[src/design/led_bw_pkg.sv]
// ----------------------------------------------------------------------------
// led_bw_pkg
// Shared types and constants for the LED brightness waveform generator.
// ----------------------------------------------------------------------------
package led_bw_pkg;

  // Sequencer states
  typedef enum logic [2:0] {
    ST_IDLE,
    ST_SETUP,
    ST_MUL,
    ST_DIV,
    ST_DONE
  } lbw_state_t;

  // Effect modes
  typedef enum logic [1:0] {
    MODE_RAMP  = 2'd0,
    MODE_GLOW  = 2'd1,
    MODE_MULTI = 2'd2,
    MODE_NONE  = 2'd3
  } lbw_mode_t;

  // Config register indexes
  localparam logic [2:0] REG_MODE   = 3'd0;
  localparam logic [2:0] REG_PERIOD = 3'd1;
  localparam logic [2:0] REG_DELAY  = 3'd2;
  localparam logic [2:0] REG_HOLD   = 3'd3;
  localparam logic [2:0] REG_COLOR1 = 3'd4;
  localparam logic [2:0] REG_COLOR2 = 3'd5;

  // Input opcodes
  localparam logic OP_ADVANCE = 1'b0;
  localparam logic OP_LOAD    = 1'b1;

  localparam logic [15:0] PERIOD_MIN   = 16'd2;
  localparam logic [15:0] PERIOD_RESET = 16'd100;
  localparam logic [8:0]  TICKS_MAX    = 9'd300;

  // Bits of the color channel; one multiply and one divide step per bit
  localparam int unsigned CH_BITS = 8;

endpackage

[src/design/led_brightness_waveform_top.sv]
// ----------------------------------------------------------------------------
// led_brightness_waveform_top
// Tick counter plus ramp / glow / two-color glow brightness per request.
// Sequence: input accept, then setup, bit-serial multiply, bit-serial divide
//   and output load, which waits until the output register is free.
// Flow: one request at a time; in_tready is high only when idle,
//   while the output register may still hold an untaken result.
// Reset: rst_n synchronous active low; counter 0, period 100, other config 0, out_tvalid 0; datapath not reset.
// ----------------------------------------------------------------------------
module led_brightness_waveform_top
  import led_bw_pkg::*;
#(
  parameter int unsigned TIME_BITS = 16
) (
  input  logic        clk,
  input  logic        rst_n,
  // input channel
  input  logic        in_tvalid,
  output logic        in_tready,
  input  logic [15:0] in_tdata,   // [15:0] load_time
  input  logic        in_tuser,   // [0] opcode
  // result channel
  output logic        out_tvalid,
  input  logic        out_tready,
  output logic [39:0] out_tdata,  // [7:0] red, [15:8] green, [23:16] blue,
                                  // [39:24] time_now
  // config write channel
  input  logic        cfg_valid,
  output logic        cfg_ready,
  input  logic [2:0]  cfg_index,
  input  logic [23:0] cfg_data
);

  // Counter compare width: holds the counter or load value plus one carry bit
  localparam int unsigned CW = ((TIME_BITS > 16) ? TIME_BITS : 16) + 1;
  // Setup arithmetic width: room for 4 * t and 4 * T
  localparam int unsigned XW = CW + 2;
  localparam int unsigned PW = 3 * CH_BITS;  // product width

  // --------------------------------------------------------------------------
  // Config registers
  // --------------------------------------------------------------------------
  lbw_mode_t   mode_r;
  logic [15:0] period_r;
  logic [8:0]  delay_r;
  logic [8:0]  hold_r;
  logic [23:0] color1_r;
  logic [23:0] color2_r;

  assign cfg_ready = 1'b1;

  always_ff @(posedge clk) begin
    if (!rst_n) begin
      mode_r   <= MODE_RAMP;
      period_r <= PERIOD_RESET;
      delay_r  <= '0;
      hold_r   <= '0;
      color1_r <= '0;
      color2_r <= '0;
    end else if (cfg_valid) begin
      case (cfg_index)
        REG_MODE:   mode_r <= lbw_mode_t'(cfg_data[1:0]);
        REG_PERIOD: if (cfg_data[15:0] >= PERIOD_MIN) period_r <= cfg_data[15:0];
        REG_DELAY:  if (cfg_data[8:0] <= TICKS_MAX) delay_r <= cfg_data[8:0];
        REG_HOLD:   if (cfg_data[8:0] <= TICKS_MAX) hold_r <= cfg_data[8:0];
        REG_COLOR1: color1_r <= cfg_data;
        REG_COLOR2: color2_r <= cfg_data;
        default: ;  // unmapped index, dropped
      endcase
    end
  end

  // --------------------------------------------------------------------------
  // State
  // --------------------------------------------------------------------------
  lbw_state_t            state_r, state_nxt;
  logic [2:0]            cnt_r, cnt_nxt;          // bit step within a phase
  logic [TIME_BITS-1:0]  tick_r, tick_nxt;        // tick counter
  logic [15:0]           num_r, num_nxt;          // common numerator
  logic [15:0]           den_r, den_nxt;          // common divisor
  logic                  zero_r, zero_nxt;        // force black
  logic                  full_r, full_nxt;        // force unscaled color
  // Per-lane color shift registers (rotate, so the color is back after the multiply phase)
  logic [2:0][7:0]       clr_r, clr_nxt;
  // Per-lane working register: product, then {remainder, quotient}
  logic [2:0][PW-1:0]    acc_r, acc_nxt;
  logic                  out_valid_r, out_valid_nxt;
  logic [39:0]           out_data_r, out_data_nxt;

  assign in_tready  = (state_r == ST_IDLE);
  assign out_tvalid = out_valid_r;
  assign out_tdata  = out_data_r;

  always_comb begin
    logic [CW-1:0]   t_adv;
    logic [CW-1:0]   t_cnt;
    logic [CW-1:0]   per_c;
    logic [CW-1:0]   ld_c;
    logic [XW-1:0]   t_x, per_x, p_x, d_x, tw, q4, per2, per3, per4;
    logic [XW-1:0]   num_x, den_x;
    logic            use_second;
    logic            ramp_ok;
    logic [23:0]     src;
    logic [16:0]     trial;
    logic [16:0]     diffw;
    logic            qbit;
    logic [CW-1:0]   t_out;

    state_nxt     = state_r;
    cnt_nxt       = cnt_r;
    tick_nxt      = tick_r;
    num_nxt       = num_r;
    den_nxt       = den_r;
    zero_nxt      = zero_r;
    full_nxt      = full_r;
    clr_nxt       = clr_r;
    acc_nxt       = acc_r;
    out_data_nxt  = out_data_r;
    out_valid_nxt = out_valid_r && !out_tready;

    // counter update
    per_c = CW'(period_r);
    t_cnt = CW'(tick_r);
    t_adv = t_cnt + CW'(1);
    ld_c  = CW'(in_tdata);

    // setup terms
    t_x   = XW'(tick_r);
    per_x = XW'(period_r);
    d_x   = XW'(delay_r);
    p_x   = XW'(delay_r) + XW'(hold_r);
    tw    = t_x << 1;
    q4    = t_x << 2;
    per2  = per_x << 1;
    per3  = per_x + per2;
    per4  = per_x << 2;
    num_x = '0;
    den_x = per_x;
    use_second = 1'b0;
    ramp_ok    = 1'b0;
    src        = color1_r;
    trial      = '0;
    diffw      = '0;
    qbit       = 1'b0;
    t_out      = CW'(tick_r);

    case (state_r)
      ST_IDLE: begin
        if (in_tvalid) begin
          if (in_tuser == OP_LOAD) begin
            tick_nxt = (ld_c >= per_c) ? '0 : ld_c[TIME_BITS-1:0];
          end else begin
            tick_nxt = (t_adv > per_c) ? '0 : t_adv[TIME_BITS-1:0];
          end
          state_nxt = ST_SETUP;
        end
      end

      ST_SETUP: begin
        zero_nxt = 1'b0;
        full_nxt = 1'b0;
        case (mode_r)
          MODE_RAMP: begin
            ramp_ok  = (p_x < per_x) && (t_x >= p_x);
            num_x    = t_x - p_x;
            den_x    = per_x - p_x;
            full_nxt = (t_x + p_x) > per_x;
            zero_nxt = !ramp_ok || (t_x < d_x);
          end
          MODE_GLOW: begin
            num_x = (tw >= per_x) ? (tw - per_x) : (per_x - tw);
          end
          MODE_MULTI: begin
            if (q4 < per_x) begin
              num_x = q4;
            end else if (q4 < per2) begin
              num_x = per2 - q4;
            end else if (q4 < per3) begin
              num_x      = q4 - per2;
              use_second = 1'b1;
            end else begin
              num_x      = (q4 >= per4) ? (q4 - per4) : (per4 - q4);
              use_second = 1'b1;
            end
          end
          default: begin
            zero_nxt = 1'b1;  // unused mode gives black
          end
        endcase
        src     = use_second ? color2_r : color1_r;
        num_nxt = num_x[15:0];
        den_nxt = den_x[15:0];
        for (int k = 0; k < 3; k++) begin
          clr_nxt[k] = src[16-8*k +: 8];  // lane 0 red, 1 green, 2 blue
          acc_nxt[k] = '0;
        end
        cnt_nxt   = '0;
        state_nxt = ST_MUL;
      end

      ST_MUL: begin
        // product = c * num, color MSB first
        for (int k = 0; k < 3; k++) begin
          acc_nxt[k] = (acc_r[k] << 1) + (clr_r[k][7] ? PW'(num_r) : '0);
          clr_nxt[k] = {clr_r[k][6:0], clr_r[k][7]};
        end
        cnt_nxt = cnt_r + 3'd1;
        if (cnt_r == 3'(CH_BITS - 1)) begin
          cnt_nxt   = '0;
          state_nxt = ST_DIV;
        end
      end

      ST_DIV: begin
        // restoring division, quotient < 256 since num <= den
        for (int k = 0; k < 3; k++) begin
          diffw = {acc_r[k][PW-1:CH_BITS], acc_r[k][CH_BITS-1]};
          trial = diffw - {1'b0, den_r};
          qbit  = (diffw >= {1'b0, den_r});
          acc_nxt[k] = {(qbit ? trial[15:0] : diffw[15:0]),
                        acc_r[k][CH_BITS-2:0], qbit};
        end
        cnt_nxt = cnt_r + 3'd1;
        if (cnt_r == 3'(CH_BITS - 1)) begin
          cnt_nxt   = '0;
          state_nxt = ST_DONE;
        end
      end

      ST_DONE: begin
        if (!out_valid_r || out_tready) begin
          for (int k = 0; k < 3; k++) begin
            out_data_nxt[8*k +: 8] = full_r ? clr_r[k] :
                                     zero_r ? 8'd0 : acc_r[k][CH_BITS-1:0];
          end
          out_data_nxt[39:24] = t_out[15:0];
          out_valid_nxt       = 1'b1;
          state_nxt           = ST_IDLE;
        end
      end

      default: begin
        state_nxt = ST_IDLE;
      end
    endcase
  end

  always_ff @(posedge clk) begin
    if (!rst_n) begin
      state_r     <= ST_IDLE;
      cnt_r       <= '0;
      tick_r      <= '0;
      out_valid_r <= 1'b0;
    end else begin
      state_r     <= state_nxt;
      cnt_r       <= cnt_nxt;
      tick_r      <= tick_nxt;
      out_valid_r <= out_valid_nxt;
    end
  end

  // datapath, no reset needed
  always_ff @(posedge clk) begin
    num_r      <= num_nxt;
    den_r      <= den_nxt;
    zero_r     <= zero_nxt;
    full_r     <= full_nxt;
    clr_r      <= clr_nxt;
    acc_r      <= acc_nxt;
    out_data_r <= out_data_nxt;
  end

endmodule
[config.mk]
export PLATFORM = sky130hd
export DESIGN_NAME = led_brightness_waveform_top
export DESIGN_NICKNAME = d
export VERILOG_FILES = /design/src/design/led_bw_pkg.sv /design/src/design/led_brightness_waveform_top.sv
export SDC_FILE = /design/constraint.sdc
export NUM_CORES = 1
export LEC_CHECK = 0
export BUFFER_PORTS_ARGS = -buffer_cell sky130_fd_sc_hd__buf_2
export CAP_MARGIN = 10
export CORE_UTILIZATION = 29
export DETAILED_ROUTE_END_ITERATION = 7
export SLEW_MARGIN = 5
export SYNTH_ARGS = -nofsm -noshare
export SYNTH_HDL_FRONTEND = slang
export SYNTH_SLANG_ARGS = --single-unit
[constraint.sdc]
create_clock -name clk -period 6.2 [get_ports clk]
set_input_delay 1.24 -clock clk [delete_from_list [all_inputs] [get_ports clk]]
set_output_delay 1.24 -clock clk [all_outputs]
set_load 0.03 [all_outputs]
==> flow_summary.json, run 1 <==
{
  "status": "finished clean",
  "endpoint_kind": "register",
  "post_drt_wl_per_cell_um": 20.9,
  "report.power.total_mw": 6.88,
  "clk_pin_slew_ps": 60,
  "final_common_cell": "ha_1",
  "cts_tree": "yes",
  "ant_nets": 0,
  "fin_tns_setup_ps": 0,
  "cts_root_buf": "clkbuf_16",
  "p_leak_nw": 11.8,
  "fmax_mhz": 181,
  "ctsHoldBuffers": 0,
  "cts_max_level": 2,
  "layout_common_cells": "ha_1 (311), nand2_1 (303), a21oi_1 (244)",
  "arrival_ps": 5800,
  "syn_inst": 2920,
  "relSlewSlack_pct": 19.9,
  "rsz0062_at_grt": "false",
  "portBuffers": 90,
  "drt_iter0_markers": 1854,
  "syn_area_mm2": 0.0251,
  "ys_seq_area_share_pct": 28.9,
  "powerDensity_mw_per_mm2": 246,
  "finalCriticalPeriod_ps": 5530,
  "hold_violations": 0,
  "tightest_slew_ps": 1200,
  "nets": 3341,
  "fp-row-count": 107,
  "grt.overflow.total": 0,
  "fp.dieArea_mm2": 0.0876,
  "via_count": 22500,
  "irDropWorstVdd_mv": 0.161,
  "cap_violations": 0,
  "timing.final.crit_share_pct": 89.2,
  "dp_hpwl_um": 64500,
  "num_antenna_cells": 0,
  "grtUsageTotal_pct": 19.4,
  "die_w_um": 296,
  "critPathMaxFanout": 11,
  "synthFlopType": "edfxtp_1",
  "finish.utilization_pct": 32.8,
  "vias_per_cell": 5.45,
  "dr.pass1.iters": 6,
  "final_area_mm2": 0.0280,
  "crit_type": "register to register",
  "place_area_mm2": 0.0268,
  "cts_setup_buffers": 0,
  "clock_latency_ps": 570,
  "area.growth.synth_to_final_pct": 11.7,
  "cts_sinks": 277,
  "synthArstFlopShare_pct": 0,
  "slew_viol_final": 0,
  "die_h_um": 296,
  "hold_class": "register to register",
  "ys_warn_count": 0,
  "synth_edf_count": 170,
  "drt-total-wl_um": 86600,
  "cts_buffer_depth": 3,
  "ctsResizeCount": 0,
  "io_pins": 92,
  "postSynthAreaPerCell_um2": 8.58,
  "start_util_pct": 29.3,
  "fin_hold_ws_ps": 452,
  "grt_max_degree": 82,
  "grt_antenna_before_repair": 5,
  "worstPathRequired_ps": 6470,
  "ys_ff_latch": 277,
  "drc_errors": 0,
  "setup_violations": 0,
  "synthesis.nets": 3295,
  "finClkSkew_ps": 30.8,
  "grt_pass1_wl_um": 130000,
  "critPathLaunchType": "register",
  "coreArea_mm2": 0.0854,
  "layout-drive-gt1-share_pct": 7.66,
  "place_congestion": 0.965,
  "first_global_vias": 21100,
  "yosysUniqueCellTypes": 89,
  "cts_buffers": 34
}
[worst paths after layout]
check,cells after the start,endpoint,start,slack [ps]
setup reg to reg,22,num_r[5],period_r[1],670
hold / removal,2,color2_r[2],color2_r[2],450
setup / recovery,22,num_r[5],period_r[1],670
hold reg to reg,2,color2_r[2],color2_r[2],450
[where the power goes]
group	internal, mW	switching, mW	leakage [nW]
clock network	1.32	0.856	0.561
registers	2.12	0.148	2.50
logic	0.947	1.49	8.78
[sequential cells by signal (all words and copies together), names as in the netlist]
name	cells
out_tvalid	1
delay_r	9
tick_r	16
num_r	16
full_r	1
cnt_r	3
period_r	16
clr_r	24
acc_r	72
hold_r	9
mode_r	2
den_r	16
out_tdata	40
color2_r	24
color1_r	24
state_r	3
zero_r	1
[routing by layer]
layer	vias to the layer above	wire, µm	GRT usage (%)
met3	200	6340	3.25
met4	0	3640	7.28
met2	823	38000	30.2
met5	-	0	0
li1	10800	-	-
met1	10700	38600	26.8
[final cells by class]
cell class | instances | area, µm²
Timing Repair Buffer | 136 | 796
Clock inverter | 14 | 234
Sequential cell | 277 | 7250
Tap cell | 1144 | 1430
Inverter | 148 | 557
Clock buffer | 47 | 941
Fill cell | 9079 | 57400
Multi-Input combinational cell | 2369 | 16800
[logic make-up after synthesis]
family	after synthesis	synth area share, %
multiplexers	118	4.74
buffers and inverters	274	4.25
adder cells (fa/ha/maj)	326	16.7
AO/OA/AOI/OAI	823	21.4
other	1	0.0150
flip-flops	277	28.9
XOR/XNOR	184	6.43
AND/OR/NAND/NOR	917	17.5
[cells in the mapped netlist (all sizes together) (65+ instances only)]
cell    count  area [µm²]
clkbuf     99         372
a21oi     245        1230
dfxtp     107        2140
xnor2     127        1110
nor2      197         739
ha        311        3890
o21ai     158         791
mux2i     113        1130
nand2     303        1140
inv       147         552
edfxtp    170        5100
a21o       85         638
nor3       65         330
[per-stage QoR]
step / setup WS (ps) / cells
2_1_floorplan: 1190 / 2920
3_3_place_gp: 813 / 4074
3_5_place_dp: 867 / 4074
4_1_cts: 815 / 4135
5_1_grt: 360 / 4135
6_report: 672 / 4135
[critical path: stages (launching register included)]
cell	delay (ps)
dfxtp_1	480
inv_1	150
nor2_1	70
fa_1	400
a21o_1	180
a21oi_1	230
o21bai_1	90
a21oi_1	240
o21ai_1	170
a2111oi_0	670
o31ai_1	150
a21o_1	230
xnor2_1	130
ha_1	290
a21o_1	180
a21o_1	160
a21oi_1	120
o21ai_0	150
or2_2	440
nor2_1	290
a221oi_1	150
a21oi_1	160
o32ai_1	110
No activity file was read; power rests on OpenSTA's default activity.
==> inputs of run 2 (changes only) <==
Settings changed: CTS_BUF_LIST set to sky130_fd_sc_hd__clkbuf_4 sky130_fd_sc_hd__clkbuf_8.
==> run 2 against run 1 <==
Flip-flop and latch count is the same. Sequential share of layout area grew 0.12 points. Clock power shrank 14%. Register-to-register slack gained 50 ps. Sequential power is essentially flat. Global-route usage is essentially flat. Critical path depth is the same. Non-clock buffer count is the same. Core utilization shrank 0.15 points. Worst hold slack is essentially flat. Cell area shrank 0.46%. Critical path type unchanged. Largest cell class unchanged. Largest power group unchanged. Highest routed layer unchanged.
==> flow_summary.json, run 2 (synthesis results as in run 1) <==
{
  "die_w_um": 296,
  "die_h_um": 296,
  "fillCellCount": 9101,
  "cts_max_level": 2,
  "r2r_start": "period_r[1]",
  "cts_setup_buffers": 0,
  "fin_tns_setup_ps": 0,
  "regArea_mm2": 0.00725,
  "ctsHoldBuffers": 0,
  "r2r_cells": 22,
  "area.growth.synth_to_final_pct": 11.2,
  "largest_reg_flops": 72,
  "layout-drive-gt1-share_pct": 8.81,
  "tightest_slew_ps": 1200,
  "fin_cells": 4165,
  "cpPeakStageDelay_ps": 620,
  "portBuffers": 90,
  "endpoint_kind": "register",
  "multi_input_area_mm2": 0.0168,
  "placed_cells": 4074,
  "cts_sinks": 277,
  "cap_violations": 0,
  "first_global_vias": 21200,
  "cts_tree": "yes",
  "worstPathRequired_ps": 6570,
  "hold_class": "register to register",
  "via_count": 22700,
  "grtUsageTotal_pct": 19.4,
  "setup_violations": 0,
  "hold_depth": 2,
  "cp-endpoint": "num_r[4]",
  "largest_register": "acc_r",
  "ctsResizeCount": 0,
  "rsz0062_at_grt": "false",
  "hold_violations": 0,
  "power_frac_clock_pct": 28.5,
  "critPathLaunchType": "register",
  "timing.final.crit_share_pct": 88.3,
  "dr.pass1.iters": 6,
  "cts_buffers": 48,
  "cp-startpoint": "period_r[1]",
  "io_pins": 92,
  "grt_pass1_wl_um": 130000,
  "post_drt_wl_per_cell_um": 20.9,
  "fp-row-count": 107,
  "nets": 3355,
  "powerDensity_mw_per_mm2": 236,
  "slew_viol_final": 0,
  "seqPwrFrac_pct": 34.4,
  "drt-total-wl_um": 86900,
  "coreArea_mm2": 0.0854,
  "crit_slowest_cell": "a2111oi_0",
  "cp_cell_sequence": "inv_1 > nor2_1 > fa_1 > a21o_1 > a21oi_1 > o21bai_1 > a21oi_1 > o21ai_1 > a2111oi_0 > o31ai_1 > a21o_1 > xnor2_1 > ha_1 > a21o_1 > a21o_1 > a21oi_1 > o21ai_0 > or2_2 > nor2_1 > a211oi_1 > o211ai_1 > a21oi_1",
  "irDropWorstVdd_mv": 0.146,
  "place_congestion": 0.965,
  "finClkSkew_ps": 41.3,
  "dp_hpwl_um": 64500,
  "start_util_pct": 29.3,
  "finish.utilization_pct": 32.6,
  "hp-start": "color2_r[2]",
  "cts_root_buf": "clkbuf_8",
  "p_leak_nw": 11.8,
  "r2r_end": "num_r[4]",
  "arrival_ps": 5840,
  "drt_iter0_markers": 1795,
  "critPathMaxFanout": 11,
  "drc_errors": 0,
  "grt_max_degree": 82,
  "clock_latency_ps": 660,
  "status": "finished clean",
  "relSlewSlack_pct": 19.6,
  "swShare_pct": 38.2,
  "cts_buffer_depth": 3,
  "fp.dieArea_mm2": 0.0876,
  "p_int_mw": 4.07,
  "fmax_mhz": 183,
  "ant_nets": 0,
  "report.power.total_mw": 6.58,
  "layout_common_cells": "ha_1 (311), nand2_1 (303), a21oi_1 (244)",
  "clk_pin_slew_ps": 70,
  "grt_antenna_before_repair": 6,
  "power_frac_comb_pct": 37.1,
  "vias_per_cell": 5.45,
  "rrSetupSlack_ps": 730,
  "finalCriticalPeriod_ps": 5470,
  "switching_power_mw": 2.51,
  "fin_hold_ws_ps": 452,
  "final_common_cell": "ha_1",
  "grt.overflow.total": 0,
  "crit_type": "register to register"
}
==> run 2: through the flow <==
step | setup WS [ps] | instance area, µm²
floorplan | 1190 | 25100
global placement | 813 | 26800
detailed placement | 867 | 26800
CTS | 805 | 27900
global route | 350 | 27900
finish | 727 | 27900
==> run 2: area by class of cell <==
| class | count | share of cell area (%) |
|---|---|---|
| flip-flops and latches | 277 | 26.0 |
| clock inverters | 20 | 0.606 |
| repair buffers | 136 | 2.86 |
| diodes | 1 | 0.00898 |
| well taps | 1144 | 5.14 |
| clock buffers | 70 | 3.14 |
| inverters | 148 | 2.00 |
| multi-input cells | 2369 | 60.2 |
==> run 2: critical path, delay by kind of cell (launching register included) <==
family / cells / cell delay [ps]
buffers and inverters: 1 / 150
DFF: 1 / 480
adders and majority gates: 2 / 690
AOI/OAI and AO/OA: 15 / 2950
and+or+nand+nor: 3 / 780
xor gates and xnor gates: 1 / 130
==> run 2: layer usage <==
| metal | GRT usage [%] | vias to the layer above | wire, µm |
|---|---|---|---|
| met5 | 0 | - | 0 |
| met2 | 30.2 | 835 | 38400 |
| met3 | 2.85 | 175 | 6030 |
| met1 | 27.0 | 10800 | 39200 |
| met4 | 7.52 | 0 | 3230 |
| li1 | - | 10900 | - |
==> run 2: worst min path at each step <==
stage	to	slack, ps
finish	color2_r[2]	450
detailed placement	color2_r[2]	450
CTS	color1_r[22]	450
global route	color2_r[17]	470
floorplan	color2_r[0]	440
global placement	color1_r[11]	440
==> run 2: power groups by stage <==
stage	sequential (mW)	clock, mW	combinational [mW]
2_1_floorplan	2.23	0	1.76
3_3_place_gp	2.30	0	2.39
3_5_place_dp	2.30	0	2.38
4_1_cts	2.26	1.92	2.39
5_1_grt	2.28	1.98	2.65
6_report	2.26	1.87	2.44
